<file path="src/design/tkm_pkg.sv">
`timescale 1ns / 1ps

package tkm_pkg;

  localparam int VALUE_W        = 31;
  localparam int COORD_W        = 10;
  localparam int RANK_W         = 4;
  localparam int KEEP_W         = 5;
  localparam int RESULT_CAP     = 16;
  localparam int MAX_KEEP_DEF   = 16;
  localparam int COORD_BITS_DEF = 10;
  localparam logic [KEEP_W-1:0] KEEP_RESET = KEEP_W'(16);

  typedef enum logic [1:0] {
    ST_COLLECT = 2'b01,
    ST_READOUT = 2'b10
  } state_e;

  // Control shared by every cell of the chain
  typedef struct packed {
    logic insert;
    logic shift_up;
    logic clear;
  } cell_ctrl_t;

endpackage

</file>
<file path="src/design/tkm_sample_if.sv">
`timescale 1ns / 1ps

interface tkm_sample_if import tkm_pkg::*; ();
  logic               valid;
  logic               ready;
  logic [VALUE_W-1:0] sample_value;
  logic [COORD_W-1:0] sample_row;
  logic [COORD_W-1:0] sample_col;
  logic               last_sample;

  modport source (output valid, sample_value, sample_row, sample_col, last_sample,
                  input ready);
  modport sink   (input valid, sample_value, sample_row, sample_col, last_sample,
                  output ready);
endinterface

</file>
<file path="src/design/tkm_result_if.sv">
`timescale 1ns / 1ps

interface tkm_result_if import tkm_pkg::*; ();
  logic               valid;
  logic               ready;
  logic [RANK_W-1:0]  rank;
  logic [VALUE_W-1:0] top_value;
  logic [COORD_W-1:0] top_row;
  logic [COORD_W-1:0] top_col;
  logic               last_of_run;

  modport source (output valid, rank, top_value, top_row, top_col, last_of_run,
                  input ready);
  modport sink   (input valid, rank, top_value, top_row, top_col, last_of_run,
                  output ready);
endinterface

</file>
<file path="src/design/tkm_cfg_if.sv">
`timescale 1ns / 1ps

interface tkm_cfg_if import tkm_pkg::*; ();
  logic              valid;
  logic              ready;
  logic [KEEP_W-1:0] keep_count;

  modport source (output valid, keep_count, input ready);
  modport sink   (input valid, keep_count, output ready);
endinterface

</file>
<file path="src/design/tkm_cell.sv">
`timescale 1ns / 1ps

module tkm_cell import tkm_pkg::*; #(
  parameter int COORD_BITS = COORD_BITS_DEF
) (
  input  logic                  clk_i,
  input  logic                  rst_ni,
  input  cell_ctrl_t            ctrl_i,
  input  logic                  active_i,
  input  logic [VALUE_W-1:0]    smp_value_i,
  input  logic [COORD_BITS-1:0] smp_row_i,
  input  logic [COORD_BITS-1:0] smp_col_i,
  input  logic                  prev_gt_i,
  input  logic [VALUE_W-1:0]    prev_value_i,
  input  logic [COORD_BITS-1:0] prev_row_i,
  input  logic [COORD_BITS-1:0] prev_col_i,
  input  logic [VALUE_W-1:0]    next_value_i,
  input  logic [COORD_BITS-1:0] next_row_i,
  input  logic [COORD_BITS-1:0] next_col_i,
  output logic                  gt_o,
  output logic [VALUE_W-1:0]    value_o,
  output logic [COORD_BITS-1:0] row_o,
  output logic [COORD_BITS-1:0] col_o
);

  logic [VALUE_W-1:0]    value_d, value_q;
  logic [COORD_BITS-1:0] row_d, row_q;
  logic [COORD_BITS-1:0] col_d, col_q;

  // List stays sorted, so the strict compare is monotone along the active cells
  assign gt_o = active_i && (smp_value_i > value_q);

  always_comb begin
    value_d = value_q;
    row_d   = row_q;
    col_d   = col_q;
    if (ctrl_i.clear) begin
      value_d = '0;
      row_d   = '0;
      col_d   = '0;
    end else if (ctrl_i.shift_up) begin
      value_d = next_value_i;
      row_d   = next_row_i;
      col_d   = next_col_i;
    end else if (ctrl_i.insert && gt_o) begin
      if (prev_gt_i) begin
        // insertion point lies above: take the neighbor's entry
        value_d = prev_value_i;
        row_d   = prev_row_i;
        col_d   = prev_col_i;
      end else begin
        value_d = smp_value_i;
        row_d   = smp_row_i;
        col_d   = smp_col_i;
      end
    end
  end

  always_ff @(posedge clk_i or negedge rst_ni) begin
    if (!rst_ni) begin
      value_q <= '0;
      row_q   <= '0;
      col_q   <= '0;
    end else begin
      value_q <= value_d;
      row_q   <= row_d;
      col_q   <= col_d;
    end
  end

  assign value_o = value_q;
  assign row_o   = row_q;
  assign col_o   = col_q;

endmodule

</file>
<file path="src/design/top_k_max_with_coordinates.sv">
`timescale 1ns / 1ps

// Streaming top-k selector: keeps the keep_count largest sample values of a
// scan, with their coordinates, sorted in descending order in a chain of
// compare-and-shift cells. An ordinary sample is taken every cycle, since each
// cell compares against its own entry in parallel. A sample marked
// last is inserted in its cycle; then the block reads out min(k, 16) result
// beats, where k is keep_count with zero read as one and capped at MAX_KEEP,
// one per cycle while the sink is ready, by shifting the chain toward cell 0,
// and takes no sample during that readout. The list is cleared on the final
// result beat; after reset it is already clear.
module top_k_max_with_coordinates import tkm_pkg::*; #(
  parameter int MAX_KEEP   = MAX_KEEP_DEF,
  parameter int COORD_BITS = COORD_BITS_DEF
) (
  input  logic   clk_i,
  input  logic   rst_ni,
  tkm_cfg_if.sink      cfg_i,
  tkm_sample_if.sink   sample_i,
  tkm_result_if.source result_o
);

  localparam int KW = $clog2(MAX_KEEP + 1);

  state_e            state_d, state_q;
  logic [KEEP_W-1:0] keep_count_q;
  logic [RANK_W-1:0] rank_d, rank_q;
  logic [RANK_W-1:0] last_rank_d, last_rank_q;
  logic [KW-1:0]     k_eff;
  logic [RANK_W-1:0] k_last_rank;
  cell_ctrl_t        ctrl;
  logic              in_beat, out_beat, run_end;

  logic [VALUE_W-1:0]    val_w [MAX_KEEP];
  logic [COORD_BITS-1:0] row_w [MAX_KEEP];
  logic [COORD_BITS-1:0] col_w [MAX_KEEP];
  logic                  gt_w  [MAX_KEEP];
  logic [COORD_BITS-1:0] smp_row, smp_col;

  assign cfg_i.ready = 1'b1;

  always_ff @(posedge clk_i or negedge rst_ni) begin
    if (!rst_ni) begin
      keep_count_q <= KEEP_RESET;
    end else if (cfg_i.valid) begin
      keep_count_q <= cfg_i.keep_count;
    end
  end

  // Zero reads as one, large counts saturate at the chain length
  always_comb begin
    if (keep_count_q == '0) begin
      k_eff = KW'(1);
    end else if (int'(keep_count_q) > MAX_KEEP) begin
      k_eff = KW'(MAX_KEEP);
    end else begin
      k_eff = KW'(keep_count_q);
    end
    if (int'(k_eff) >= RESULT_CAP) begin
      k_last_rank = RANK_W'(RESULT_CAP - 1);
    end else begin
      k_last_rank = RANK_W'(int'(k_eff) - 1);
    end
  end

  assign sample_i.ready = (state_q == ST_COLLECT);
  assign in_beat        = sample_i.valid && sample_i.ready;
  assign result_o.valid = (state_q == ST_READOUT);
  assign out_beat       = result_o.valid && result_o.ready;
  assign run_end        = (rank_q == last_rank_q);

  always_comb begin
    state_d       = state_q;
    rank_d        = rank_q;
    last_rank_d   = last_rank_q;
    ctrl.insert   = 1'b0;
    ctrl.shift_up = 1'b0;
    ctrl.clear    = 1'b0;
    unique case (state_q)
      ST_COLLECT: begin
        if (in_beat) begin
          ctrl.insert = 1'b1;
          if (sample_i.last_sample) begin
            state_d     = ST_READOUT;
            rank_d      = '0;
            last_rank_d = k_last_rank;
          end
        end
      end
      ST_READOUT: begin
        if (out_beat) begin
          if (run_end) begin
            ctrl.clear = 1'b1;
            state_d    = ST_COLLECT;
          end else begin
            ctrl.shift_up = 1'b1;
            rank_d        = rank_q + RANK_W'(1);
          end
        end
      end
      default: state_d = ST_COLLECT;
    endcase
  end

  always_ff @(posedge clk_i or negedge rst_ni) begin
    if (!rst_ni) begin
      state_q     <= ST_COLLECT;
      rank_q      <= '0;
      last_rank_q <= '0;
    end else begin
      state_q     <= state_d;
      rank_q      <= rank_d;
      last_rank_q <= last_rank_d;
    end
  end

  assign smp_row = COORD_BITS'(sample_i.sample_row);
  assign smp_col = COORD_BITS'(sample_i.sample_col);

  for (genvar i = 0; i < MAX_KEEP; i++) begin : g_cell
    logic                  prev_gt;
    logic [VALUE_W-1:0]    prev_value, next_value;
    logic [COORD_BITS-1:0] prev_row, prev_col, next_row, next_col;

    if (i == 0) begin : g_head
      assign prev_gt    = 1'b0;
      assign prev_value = '0;
      assign prev_row   = '0;
      assign prev_col   = '0;
    end else begin : g_body
      assign prev_gt    = gt_w[i-1];
      assign prev_value = val_w[i-1];
      assign prev_row   = row_w[i-1];
      assign prev_col   = col_w[i-1];
    end

    if (i == MAX_KEEP - 1) begin : g_tail
      assign next_value = '0;
      assign next_row   = '0;
      assign next_col   = '0;
    end else begin : g_mid
      assign next_value = val_w[i+1];
      assign next_row   = row_w[i+1];
      assign next_col   = col_w[i+1];
    end

    tkm_cell #(
      .COORD_BITS (COORD_BITS)
    ) u_cell (
      .clk_i        (clk_i),
      .rst_ni       (rst_ni),
      .ctrl_i       (ctrl),
      .active_i     (i < int'(k_eff)),
      .smp_value_i  (sample_i.sample_value),
      .smp_row_i    (smp_row),
      .smp_col_i    (smp_col),
      .prev_gt_i    (prev_gt),
      .prev_value_i (prev_value),
      .prev_row_i   (prev_row),
      .prev_col_i   (prev_col),
      .next_value_i (next_value),
      .next_row_i   (next_row),
      .next_col_i   (next_col),
      .gt_o         (gt_w[i]),
      .value_o      (val_w[i]),
      .row_o        (row_w[i]),
      .col_o        (col_w[i])
    );
  end

  assign result_o.rank        = rank_q;
  assign result_o.top_value   = val_w[0];
  assign result_o.top_row     = COORD_W'(row_w[0]);
  assign result_o.top_col     = COORD_W'(col_w[0]);
  assign result_o.last_of_run = run_end;

endmodule

</file>
<file path="src/flat_wrapper.sv">
// flat-port wrapper written by rule: the top's interface ports become plain ports
module top_k_max_with_coordinates_flat import tkm_pkg::*;
#(
  parameter int MAX_KEEP   = MAX_KEEP_DEF,
  parameter int COORD_BITS = COORD_BITS_DEF
)
  (clk_i, rst_ni, cfg_i_valid, cfg_i_keep_count, cfg_i_ready, sample_i_valid, sample_i_sample_value, sample_i_sample_row, sample_i_sample_col, sample_i_last_sample, sample_i_ready, result_o_valid, result_o_rank, result_o_top_value, result_o_top_row, result_o_top_col, result_o_last_of_run, result_o_ready);
  tkm_cfg_if cfg_i_i ();
  tkm_sample_if sample_i_i ();
  tkm_result_if result_o_i ();
  input  logic clk_i;
  input  logic rst_ni;
  input wire logic [$bits(cfg_i_i.valid)-1:0] cfg_i_valid;
  input wire logic [$bits(cfg_i_i.keep_count)-1:0] cfg_i_keep_count;
  output wire logic [$bits(cfg_i_i.ready)-1:0] cfg_i_ready;
  input wire logic [$bits(sample_i_i.valid)-1:0] sample_i_valid;
  input wire logic [$bits(sample_i_i.sample_value)-1:0] sample_i_sample_value;
  input wire logic [$bits(sample_i_i.sample_row)-1:0] sample_i_sample_row;
  input wire logic [$bits(sample_i_i.sample_col)-1:0] sample_i_sample_col;
  input wire logic [$bits(sample_i_i.last_sample)-1:0] sample_i_last_sample;
  output wire logic [$bits(sample_i_i.ready)-1:0] sample_i_ready;
  output wire logic [$bits(result_o_i.valid)-1:0] result_o_valid;
  output wire logic [$bits(result_o_i.rank)-1:0] result_o_rank;
  output wire logic [$bits(result_o_i.top_value)-1:0] result_o_top_value;
  output wire logic [$bits(result_o_i.top_row)-1:0] result_o_top_row;
  output wire logic [$bits(result_o_i.top_col)-1:0] result_o_top_col;
  output wire logic [$bits(result_o_i.last_of_run)-1:0] result_o_last_of_run;
  input wire logic [$bits(result_o_i.ready)-1:0] result_o_ready;
  assign cfg_i_i.valid = cfg_i_valid;
  assign cfg_i_i.keep_count = cfg_i_keep_count;
  assign cfg_i_ready = cfg_i_i.ready;
  assign sample_i_i.valid = sample_i_valid;
  assign sample_i_i.sample_value = sample_i_sample_value;
  assign sample_i_i.sample_row = sample_i_sample_row;
  assign sample_i_i.sample_col = sample_i_sample_col;
  assign sample_i_i.last_sample = sample_i_last_sample;
  assign sample_i_ready = sample_i_i.ready;
  assign result_o_valid = result_o_i.valid;
  assign result_o_rank = result_o_i.rank;
  assign result_o_top_value = result_o_i.top_value;
  assign result_o_top_row = result_o_i.top_row;
  assign result_o_top_col = result_o_i.top_col;
  assign result_o_last_of_run = result_o_i.last_of_run;
  assign result_o_i.ready = result_o_ready;
  top_k_max_with_coordinates #(.MAX_KEEP(MAX_KEEP), .COORD_BITS(COORD_BITS)) u_core (.clk_i(clk_i), .rst_ni(rst_ni), .cfg_i(cfg_i_i), .sample_i(sample_i_i), .result_o(result_o_i));
endmodule
</file>
<file path="config.mk">
export PLATFORM = sky130hd
export DESIGN_NAME = top_k_max_with_coordinates_flat
export DESIGN_NICKNAME = d
export VERILOG_FILES = /design/src/design/tkm_pkg.sv /design/src/design/tkm_sample_if.sv /design/src/design/tkm_result_if.sv /design/src/design/tkm_cfg_if.sv /design/src/design/tkm_cell.sv /design/src/design/top_k_max_with_coordinates.sv /design/src/flat_wrapper.sv
export SDC_FILE = /design/constraint.sdc
export NUM_CORES = 2
export LEC_CHECK = 0
export ABC_CLOCK_PERIOD_IN_PS = 5500
export BUFFER_PORTS_ARGS = -buffer_cell sky130_fd_sc_hd__buf_2
export CAP_MARGIN = 15
export CORE_MARGIN = 4
export CORE_UTILIZATION = 40
export CTS_CLUSTER_DIAMETER = 150
export DETAILED_ROUTE_END_ITERATION = 12
export PLACE_DENSITY = 0.57
export SYNTH_ARGS = -nofsm -noshare
export SYNTH_HDL_FRONTEND = slang
export SYNTH_SLANG_ARGS = --single-unit
</file>
<file path="constraint.sdc">
create_clock -name clk_i -period 5.5 [get_ports clk_i]
set_input_delay 1.1 -clock clk_i [delete_from_list [all_inputs] [get_ports clk_i]]
set_output_delay 1.1 -clock clk_i [all_outputs]
set_load 0.01 [all_outputs]
</file>
==> metrics.cfg <==
[yosys]
async_flop_share_pct = 100.0
yosys.area.top_type = dfrtp_1
synth_top_area_share_pct = 37.32
seq_area_frac_synth_pct = 37.41
syn-cell-area_um2 = 55590
synthFlopType = dfrtp_1
syn_avg_cell_area_um2 = 9.627
synth_edf_count = 0
synthCells = 5774
yosys_warnings = 0
synth_area_leaders = dfrtp_1 (37%), mux2i_1 (12%), ha_1 (11%)
syn-num-nets = 6335
synth_seq_cells = 831
synth_cell_types = 70
yosysMostFrequentCell = dfrtp_1
synth_common_cells = dfrtp_1 (829), mux2i_1 (643), inv_1 (604), ha_1 (499), nand2_1 (395)

[cts]
cts_inserted_buffers = 97
clock_latency_ns = 0.72
cts_resized = 0
htree_levels = 3
cts_tree = built
clockBufferDepth = 3
cts_setup_buffers = 0
clock_sinks = 831
hold_buffers = 0
clk_pin_slew_ns = 0.06
clockRootBuffer = clkbuf_16

[final_layout]
final_cells = 7571
drive_above_1_share_pct = 8.746
final_nets = 6253
area_growth_syn_to_layout_pct = 10.97
fin_area_um2 = 61690

[place]
dp_hpwl_um = 118300
place.gp.congestion = 0.8540
io_buffers = 119
post-place-ws_ns = 0.7022
dpl-instance-area_um2 = 58520
place_inst = 7387

[timing]
layout_min_cycle_time_ns = 4.229
slew_violations = 0
worst_slew_pin_slew_ns = 1.139
fin_skew_ns = 0.02918
relSlewSlack_pct = 23.40
finalSetupViolations = 0
hold-worst-slack_ns = 0.4200
hold_viol_final = 0
final.setup.tns_ns = 0
rsz0062_at_grt = no
fmax_mhz = 236.5
fin_ws_ns = 1.271
min_period_over_period_pct = 76.88

[route]
drcViolationCount = 0
viasPerCell = 6.139
drt_pass1_iterations = 6
num_vias = 46480
ant_nets = 0
drt_iter0_drc = 3744
wl_per_cell_um = 23.35
wl_um = 176800

[flow_run]
drv_cap = 0

[critical_path]
reg2reg_from = u_core.g_cell[11].u_cell.value_o[12]$_DFFE_PN0P_
startpoint_type = input port
cp_data_arrival_time_ns = 4.78
cp.required_ns = 6.05
r2r-end = u_core.g_cell[12].u_cell.value_o[29]$_DFFE_PN0P_
crit_type = input port to register
crit_end = u_core.g_cell[4].u_cell.value_o[5]$_DFFE_PN0P_
cp_max_fo = 28
rrSetupSlack_ns = 1.66
worstSetupStartpoint = sample_i_sample_value[11]
end_kind = register
r2r.worst_path.cells = 10

[floorplanning]
die_h_um = 380.8
die_w_um = 380.8
core_area_um2 = 137800
start_util_pct = 40.33
placementRows = 136
die_area_um2 = 145000
num_io_pins = 121

[grt]
grt_pass1_vias = 47670
antenna_found_initial = 5
grt_usage_pct = 23.92
overflow = 0
grt_start_max_net_pins = 143
grt_pass1_wl_um = 280300

[worst_hold_path]
min_path_type = input port to asynchronous set/reset pin

[power_and_ir_drop]
powerDensity_nw_per_um2 = 533.7
cellLeakagePower_nw = 29.27
ir_worst_vdd_uv = 387.8

[outcome]
status = finished, final reports clean

layout make-up:
| class | instances | area (µm²) |
|---|---|---|
| Clock inverter | 38 | 320.3 |
| Clock buffer | 143 | 2833 |
| Inverter | 604 | 2270 |
| Fill cell | 13260 | 76150 |
| Multi-Input combinational cell | 3888 | 30970 |
| Tap cell | 1794 | 2245 |
| Sequential cell | 831 | 20800 |
| Antenna cell | 3 | 7.507 |
| Timing Repair Buffer | 270 | 2240 |
flip-flops by register name, summed over array words and instances (netlist names):
signal	flops
u_core.last_rank_q	4
u_core.keep_count_q	5
u_core.state_q	2
u_core.g_cell.u_cell.value_o	496
u_core.g_cell.u_cell.col_o	160
u_core.g_cell.u_cell.row_o	160
u_core.result_o.rank	4
metal layers:
| layer | track usage [%] | up-vias | part of all wire [%] |
|---|---|---|---|
| li1 | - | 21450 | - |
| met1 | 34.95 | 23730 | 48 |
| met2 | 36.77 | 1100 | 44 |
| met3 | 3.068 | 204 | 5.0 |
| met4 | 7.510 | 2 | 2.9 |
| met5 | 0 | - | 0.0040 |
worst min path at each step:
stage	startpoint	endpoint	slack [ns]	cells after the start
2_1_floorplan	u_core.g_cell[15].u_cell.col_o[0]$_DFFE_PN0P_	u_core.g_cell[14].u_cell.col_o[0]$_DFFE_PN0P_	0.46	2
3_3_place_gp	u_core.g_cell[15].u_cell.col_o[4]$_DFFE_PN0P_	u_core.g_cell[14].u_cell.col_o[4]$_DFFE_PN0P_	0.46	2
3_5_place_dp	u_core.g_cell[15].u_cell.col_o[4]$_DFFE_PN0P_	u_core.g_cell[14].u_cell.col_o[4]$_DFFE_PN0P_	0.47	2
4_1_cts	rst_ni	u_core.g_cell[15].u_cell.value_o[6]$_DFFE_PN0P_	0.43	1
5_1_grt	rst_ni	u_core.g_cell[15].u_cell.value_o[5]$_DFFE_PN0P_	0.47	1
6_report	rst_ni	u_core.g_cell[15].u_cell.value_o[8]$_DFFE_PN0P_	0.42	1
critical path, stage by stage:
cell and delay, ns:
buf_2 0.36, buf_4 0.28, ha_1 0.15, nand4_1 0.20, nor4_1 1.02, a21oi_1 0.23
o31a_1 0.27, nor2_4 0.14, buf_4 0.55, mux2i_1 0.27, o221ai_1 0.14
stage by stage:
step | power (mW) | utilization (%)
after floorplan | 21.57 | -
after global placement | 25.85 | 42.46
after detailed placement | 26.31 | 42.46
after CTS | 32.98 | 44.75
after global routing | 35.36 | 44.75
final | 32.92 | 44.75
cells by family after synthesis:
family,count (synthesis),synth area share [%]
AO/OA/AOI/OAI,1442,19.21
XOR/XNOR,7,0.1103
adder cells (fa/ha/maj),499,11.23
buffers and inverters,1055,7.437
flip-flops,831,37.41
multiplexers,811,15.12
other,1,0.006746
AND/OR/NAND/NOR,1128,9.470
cells in the final DEF (no fill, tap or decap), types with 77 or more instances in the layout:
cell and instances:
o221ai_1 321, a21oi_1 218, buf_2 118, dfrtp_1 829, a32oi_1 187, mux2_1 143, nand4_1 100, a221o_1 215
buf_4 111, nand2_1 388, ha_1 499, nor2_1 190, o21ai_1 190, mux2i_1 643, clkbuf_16 99, o21ai_0 129
nor3_1 77, nand3_1 227, inv_1 603
report_power, final:
group	switching, mW	internal, mW	total [mW]
logic	8.48	6.60	15.1
registers	2.37	8.94	11.3
clock network	2.82	3.71	6.53
total	13.7	19.3	32.9
(Power assumes the default switching activity.)
